<file path="config.mk">
export PLATFORM = sky130hd
export DESIGN_NAME = zfs_div
export DESIGN_NICKNAME = d
export VERILOG_FILES = /design/src/design/assert_macros.svh /design/src/design/zfs_div.sv
export SDC_FILE = /design/constraint.sdc
export NUM_CORES = 1
export LEC_CHECK = 0
export ABC_AREA = 1
export BUFFER_PORTS_ARGS = -buffer_cell sky130_fd_sc_hd__buf_4
export CAP_MARGIN = 20
export CORE_UTILIZATION = 25
export DETAILED_ROUTE_END_ITERATION = 10
export GPL_ROUTABILITY_DRIVEN = 0
export PLACE_DENSITY = 0.42
export SLEW_MARGIN = 20
export SYNTH_ARGS = -nofsm -noshare
export SYNTH_HDL_FRONTEND = slang
export SYNTH_SLANG_ARGS = --single-unit
export TNS_END_PERCENT = 10
</file>
<file path="constraint.sdc">
create_clock -name i_clk -period 2.3 [get_ports i_clk]
set_input_delay 0.46 -clock i_clk [delete_from_list [all_inputs] [get_ports i_clk]]
set_output_delay 0.46 -clock i_clk [all_outputs]
set_load 0.05 [all_outputs]
</file>
<file path="src/design/assert_macros.svh">
// Assertion helpers included by the scaler design.
`ifndef ASSERT_MACROS_SVH
`define ASSERT_MACROS_SVH
`ifndef SYNTHESIS
`define ZFS_ASSERT(lbl, clk, rst_n, prop, msg) \
    lbl: assert property (@(posedge clk) disable iff (!rst_n) prop) else $error(msg);
`define ZFS_ASSERT_ALWAYS(lbl, clk, prop, msg) \
    lbl: assert property (@(posedge clk) prop) else $error(msg);
`else
`define ZFS_ASSERT(lbl, clk, rst_n, prop, msg)
`define ZFS_ASSERT_ALWAYS(lbl, clk, prop, msg)
`endif
`endif

</file>
<file path="src/design/zfs_div.sv">
module zfs_div (
    input  logic        i_clk,
    input  logic        i_rst_n,
    input  logic        i_start,
    input  logic [15:0] i_dividend,
    input  logic [8:0]  i_divisor,
    output logic        o_done,
    output logic [15:0] o_quot
);
    logic        r_run;
    logic        r_done;
    logic [3:0]  r_cnt;
    logic [8:0]  r_rem;
    logic [15:0] r_num;
    logic [8:0]  r_den;
    logic [9:0]  trial;
    logic        ge;

    // restoring, one quotient bit a cycle
    assign trial = {r_rem, r_num[15]};
    assign ge    = trial >= {1'b0, r_den};

    always_ff @(posedge i_clk) begin
        if (!i_rst_n) begin
            r_run  <= 1'b0;
            r_done <= 1'b0;
            r_cnt  <= '0;
        end else begin
            r_done <= 1'b0;
            if (i_start) begin
                r_run <= 1'b1;
                r_cnt <= '0;
            end else if (r_run) begin
                r_cnt <= r_cnt + 4'd1;
                if (r_cnt == 4'd15) begin
                    r_run  <= 1'b0;
                    r_done <= 1'b1;
                end
            end
        end
    end

    always_ff @(posedge i_clk) begin
        if (i_start) begin
            r_rem <= '0;
            r_num <= i_dividend;
            r_den <= i_divisor;
        end else if (r_run) begin
            r_rem <= ge ? 9'(trial - {1'b0, r_den}) : trial[8:0];
            r_num <= {r_num[14:0], ge};
        end
    end

    assign o_done = r_done;
    assign o_quot = r_num;
endmodule

</file>
# Word level (Yosys, flattened, before mapping)
# Cells that the tools add are included.
[word_totals]
out_inout_bits = 17
in_bits = 28
register_bits = 40
elab_cells = 22
[classes]
bitwise_logic = 2
n_eq_ne = 1
mux = 7
magnitude_cmp = 1
addsub = 2
reduce_logical = 3
[op_table]
columns = ["op", "n"]
rows = [
  ["$mux 16", 2],
  ["$ge 10x9->1", 1],
  ["$mux 9", 1],
  ["$sub 9x9->9", 1],
  ["$add 4x1->4 const B", 1],
  ["$eq 4x4->1 const B", 1],
  ["$mux 1", 4],
  ["$reduce_or 3->1", 1],
  ["$not 1->1", 2],
  ["$reduce_bool 2->1", 1],
  ["$reduce_or 2->1", 1],
]

# Logic depth before layout (Yosys ltp)
[logic_depth]
ltp_word = 4
ltp_mapped = 13
mapped_depth_nobuf = 13

# Least setup slack after synthesis
# No wires, ideal clock.
[synth_path]
path_kind = "register to register"
start = "reg r_num[15] (netlist: o_quot[15])"
end = "reg r_num[0] (netlist: o_quot[0]) (data pin)"
setup_time_ns = 0.262
slack_ns = 0.154
stages_incl_launch_ff = 12
period_less_slack_ns = 2.146
t_arrival_ns = 1.884
required_time_ns = 2.038
path_buffers = 1
path_cell_list = "edfxtp_1 -> inv_1 -> ha_1 -> inv_1 -> fa_1 -> nand2_1 -> nand2_2 -> nand3_2 -> nand2_2 -> nand2_2 -> buf_6 -> a31oi_1"
[synth_between]
elab_chain_cells = 3
[synth_lines]
columns = ["item", "line_no", "source"]
rows = [
  ["start, declared", "zfs_div.sv:14", "logic [15:0] r_num;"],
  ["start signal, assigned", "zfs_div.sv:46", "r_num <= i_dividend;"],
  ["start signal, assigned", "zfs_div.sv:50", "r_num <= {r_num[14:0], ge};"],
  ["$ge 10x9->1", "zfs_div.sv:21", "assign ge = trial >= {1'b0, r_den};"],
  ["$mux 16", "zfs_div.sv:48", "end else if (r_run) begin"],
  ["$mux 16", "zfs_div.sv:44", "if (i_start) begin"],
]
# Every way passes these cells. The select of a mux whose other input is x is not followed.
# A chain may end at the register's enable or synchronous reset.

# Worst setup path after layout
[layout_path]
start = "reg r_num[15] (netlist: o_quot[15])"
end = "reg r_rem[6]"
[layout_between]
elab_chain_cells = 2
elab_cells_between_ends = 3
classes_between = "1 x add/sub; 1 x order compare; 1 x mux"
[layout_lines]
columns = ["item", "line_no", "source"]
rows = [
  ["$sub 9x9->9 or $ge 10x9->1 (tied branches)", "zfs_div.sv:49, zfs_div.sv:21", ""],
  ["$mux 9 (*)", "zfs_div.sv:49", "r_rem <= ge ? 9'(trial - {1'b0, r_den}) : trial[8:0];"],
  ["end signal, assigned", "zfs_div.sv:49", ""],
  ["end, declared", "zfs_div.sv:13", "logic [8:0] r_rem;"],
]
# Every way passes the cells marked *; elsewhere a longest branch is shown, timed or not.

==> results.md <==
| Item | Reported | Unit |
|:---|:---|:---|
| RSZ-0062 raised after global routing | false | - |
| Diodes inserted | 0 | - |
| DRC | 0 | - |
| Final hold violation count | 0 | - |
| Inserted Clock Buffers | 5 | - |
| Met1 WL | 2380 | microns |
| Wire length of the first global-routing pass | 8250 | microns |
| Final Routed Wirelength | 4930 | microns |
| Power per unit of standard cell area | 679 | mW/mm^2 |
| Horizontal die dimension | 94.3 | microns |
| Port buffer count | 44 | - |
| Maximum cell stage delay along the critical path | 0.40 | ns |
| Clock transition at the registers of the reported paths | 0.09 | ns |
| Max frequency | 0.490 | GHz |
| Yosys reg bits | 40 | - |
| Maximum vdd ir drop | 0.000264 | V |
| Data arrival, critical path | 2.29 | ns |
| Pin count of the biggest net entering global routing | 18 | - |
| Status | completed | - |
| Post-synthesis cell type count | 27 | - |
| Core Area | 0.00822 | sq mm |
| Count of pins over their slew limit | 0 | - |
| Drt pass-1 iters | 4 | - |
| Clock network fraction of design power | 34.0 | % |
| Worst Setup Path Type | register to register | - |
| Number of vias per cell after detailed routing | 4.15 | - |
| CTS sink cnt | 40 | - |
| Commonest non-fill, non-tap cell in the layout | sky130_fd_sc_hd__nand2_1 | - |
| Cell depth of the worst flop-to-flop path | 13 | - |
| H-Tree Depth | 2 | - |
| Half-perimeter wire length after placement | 3620 | microns |
| Clock insertion delay at the later pin of the skew report | 0.30 | ns |
| Area overhead of the layout relative to synthesis | 29.0 | % |
| Yosys warnings | 0 | - |
| Number of antenna violations at the first check in global routing | 0 | - |
| Final setup TNS | 0 | ns |
| Commonest cells after routing, fill and taps aside | sky130_fd_sc_hd__nand2_1 (93), sky130_fd_sc_hd__buf_4 (53), sky130_fd_sc_hd__inv_1 (36), sky130_fd_sc_hd__edfxtp_1 (25), sky130_fd_sc_hd__nand3_1 (22) | - |
| Period Utilization, post-route | 88.7 | % |
| Share of final-layout standard cells stronger than drive strength 1 | 24.4 | % |
| Sequential fraction of design power | 45.3 | % |
| Switching part of the total | 29.6 | % |
| Number of standard cells after synthesis | 255 | - |
| Largest delay contributor family on the critical path | simple AND/OR/NAND/NOR gates | - |
| CP cell instances | inv_1 > ha_1 > inv_1 > fa_1 > nand2_1 > nand2_2 > nand3_2 > nand2_2 > nand2_4 > nand2_2 > nand3_1 > nand3_1 > nand2_1 | - |
| Startpoint Class | register | - |
| Mean area per synthesized cell | 8.35 | sq um |
| Largest fanout on the critical path | 8 | - |
| Overall die area | 0.00889 | sq mm |
| Critical-path cell with the highest stage delay | sky130_fd_sc_hd__fa_1 | - |
| Die height | 94.3 | microns |
| Tightest Pin Transition | 0.449 | ns |
| Post-synthesis instance area | 0.00213 | sq mm |
| Met2 WL | 2360 | microns |
| WP buf/inv | 2 | - |
| Starting Density | 25.9 | % |
| HP Class | input port to register | - |
| Vias in the first global route | 1689 | - |
| Core Rows | 33 | - |
| Cell at the root of the clock tree | sky130_fd_sc_hd__clkbuf_8 | - |
| Leakage | 0.00138 | uW |
| Synth Net Count | 294 | - |
| Tightest slew margin relative to the limit | 70.1 | % |
| Number of vias in the routed layout | 1725 | - |
| Worst hold path depth | 1 | - |
| Final setup viols | 0 | - |
| Internal Dissipation | 1310 | uW |
| Number of maximum-capacitance violations | 0 | - |
| Skew final | 0.00682 | ns |
| Layout filler cell count | 873 | - |
| GRT Resource Usage Total | 12.4 | % |
| Part of the Yosys area used for sequential elements | 49.4 | % |
| Highest metal used | met4 | - |
| Library cell appearing most often on the critical path | sky130_fd_sc_hd__nand2_2 | - |
| Reported net switching power | 552 | uW |
| Wire length per cell after detailed routing | 11.9 | microns |
| Worst Path Required | 2.55 | ns |
| Number of top-level pins | 45 | - |
| Total global routing overflow | 0 | - |
| Count of hold buffers inserted by post-cts repair | 0 | - |
| Residual antenna-violating net count after detailed routing | 0 | - |
| Period minus WS final | 2.04 | ns |
| Overall power | 1860 | uW |
| TritonCTS clock tree | yes | - |
| Instance count on the critical path | 13 | - |
| Met3 routed WL | 123 | microns |
| Number of nets in the final layout | 349 | - |
| Combinational share of power | 20.7 | % |
| First-iteration detailed-routing DRC count | 61 | - |
| Nature of the critical path endpoint | register | - |
| Longest Clk Path Bufs | 2 | - |
[what timing repair did]
action	4_1_cts	5_1_grt
buffers inserted	0	0
resized for setup	0	1
endpoints found under the hold margin	0	0
setup endpoints to repair	0	1
[registers in the layout, indices dropped and copies added, names as in the netlist]
signal	count
o_quot	16
r_rem	9
r_cnt	4
o_done	1
r_run	1
r_den	9
[cell type report]
class	instances	area [sq um]	share of cell area, %
Timing Repair Buffer	53	398	14.5
Tap cell	105	131	4.78
Inverter	37	139	5.05
Multi-Input combinational cell	173	907	33.0
Clock buffer	6	82.6	3.01
Clock inverter	2	38.8	1.41
Sequential cell	40	1050	38.3
[cells in the mapped netlist (all sizes together)]
cell	n	area, sq um
a21oi	6	33.8
a31oi	2	12.5
buf	3	30.0
clkbuf	2	7.51
clkinv	1	3.75
dfxtp	15	300
edfxtp	25	751
fa	1	20.0
ha	10	125
inv	36	135
nand2	99	387
nand3	26	150
nand3b	4	30.0
nand4	1	6.26
nor2	11	51.3
nor3	3	15.0
nor3b	2	15.0
o211a	1	10.0
o21ai	4	20.0
xnor2	1	8.76
xor2	2	17.5
[final timing paths]
check / from / end / slack [ns]
setup / recovery: o_quot[15]$_DFFE_PP_ / r_rem[6]$_SDFFE_PP0P_ / 0.26
hold / removal: i_divisor[2] / r_den[2]$_DFFE_PP_ / 0.33
setup reg to reg: o_quot[15]$_DFFE_PP_ / r_rem[6]$_SDFFE_PP0P_ / 0.26
hold reg to reg: r_rem[4]$_SDFFE_PP0P_ / r_rem[4]$_SDFFE_PP0P_ / 0.47
[worst register-to-register path, delay by kind of cell, from the launching register on]
family / cells / cell delay [ns]
simple gates: 9 / 0.90
flops: 1 / 0.39
buf+inv: 2 / 0.16
fa+ha+maj: 2 / 0.55
[logic make-up (layout without fill, tap and decap cells)]
family,count (synthesis),after routing,share of synthesized area [%]
xor+xnor,3,3,1.23
buf+inv,42,98,8.28
simple gates,146,146,30.7
fa+ha+maj,11,11,6.82
compound gates,13,13,3.58
flops,40,40,49.4
[routing by layer]
layer  global-route usage, %  vias to the layer above
met5                       0                        -
met4                    4.23                        0
met3                    3.16                        6
met2                    19.2                       22
met1                    16.5                      772
li1                        -                      925
[power by group through the flow]
stage          clock network, uW  logic, uW  registers (uW)
2_1_floorplan                  0        155             960
3_3_place_gp                   0        392             862
3_5_place_dp                   0        388             862
4_1_cts                      650        390             847
5_1_grt                      686        424             854
6_report                     633        386             845
[per-stage QoR]
| step | area [sq um] | util, % | hold WS, ns | cells | setup slack [ns] |
|---|---|---|---|---|---|
| after floorplan | 2130 | - | 0.443 | 255 | 0.154 |
| after global placement | 2620 | 31.9 | 0.460 | 408 | 0.244 |
| after detailed placement | 2620 | 31.9 | 0.462 | 408 | 0.190 |
| after CTS | 2740 | 33.4 | 0.316 | 416 | 0.165 |
| after global routing | 2750 | 33.4 | 0.306 | 416 | 0.0648 |
| final | 2750 | 33.4 | 0.328 | 416 | 0.260 |
Power figures use the tool's default switching activity.
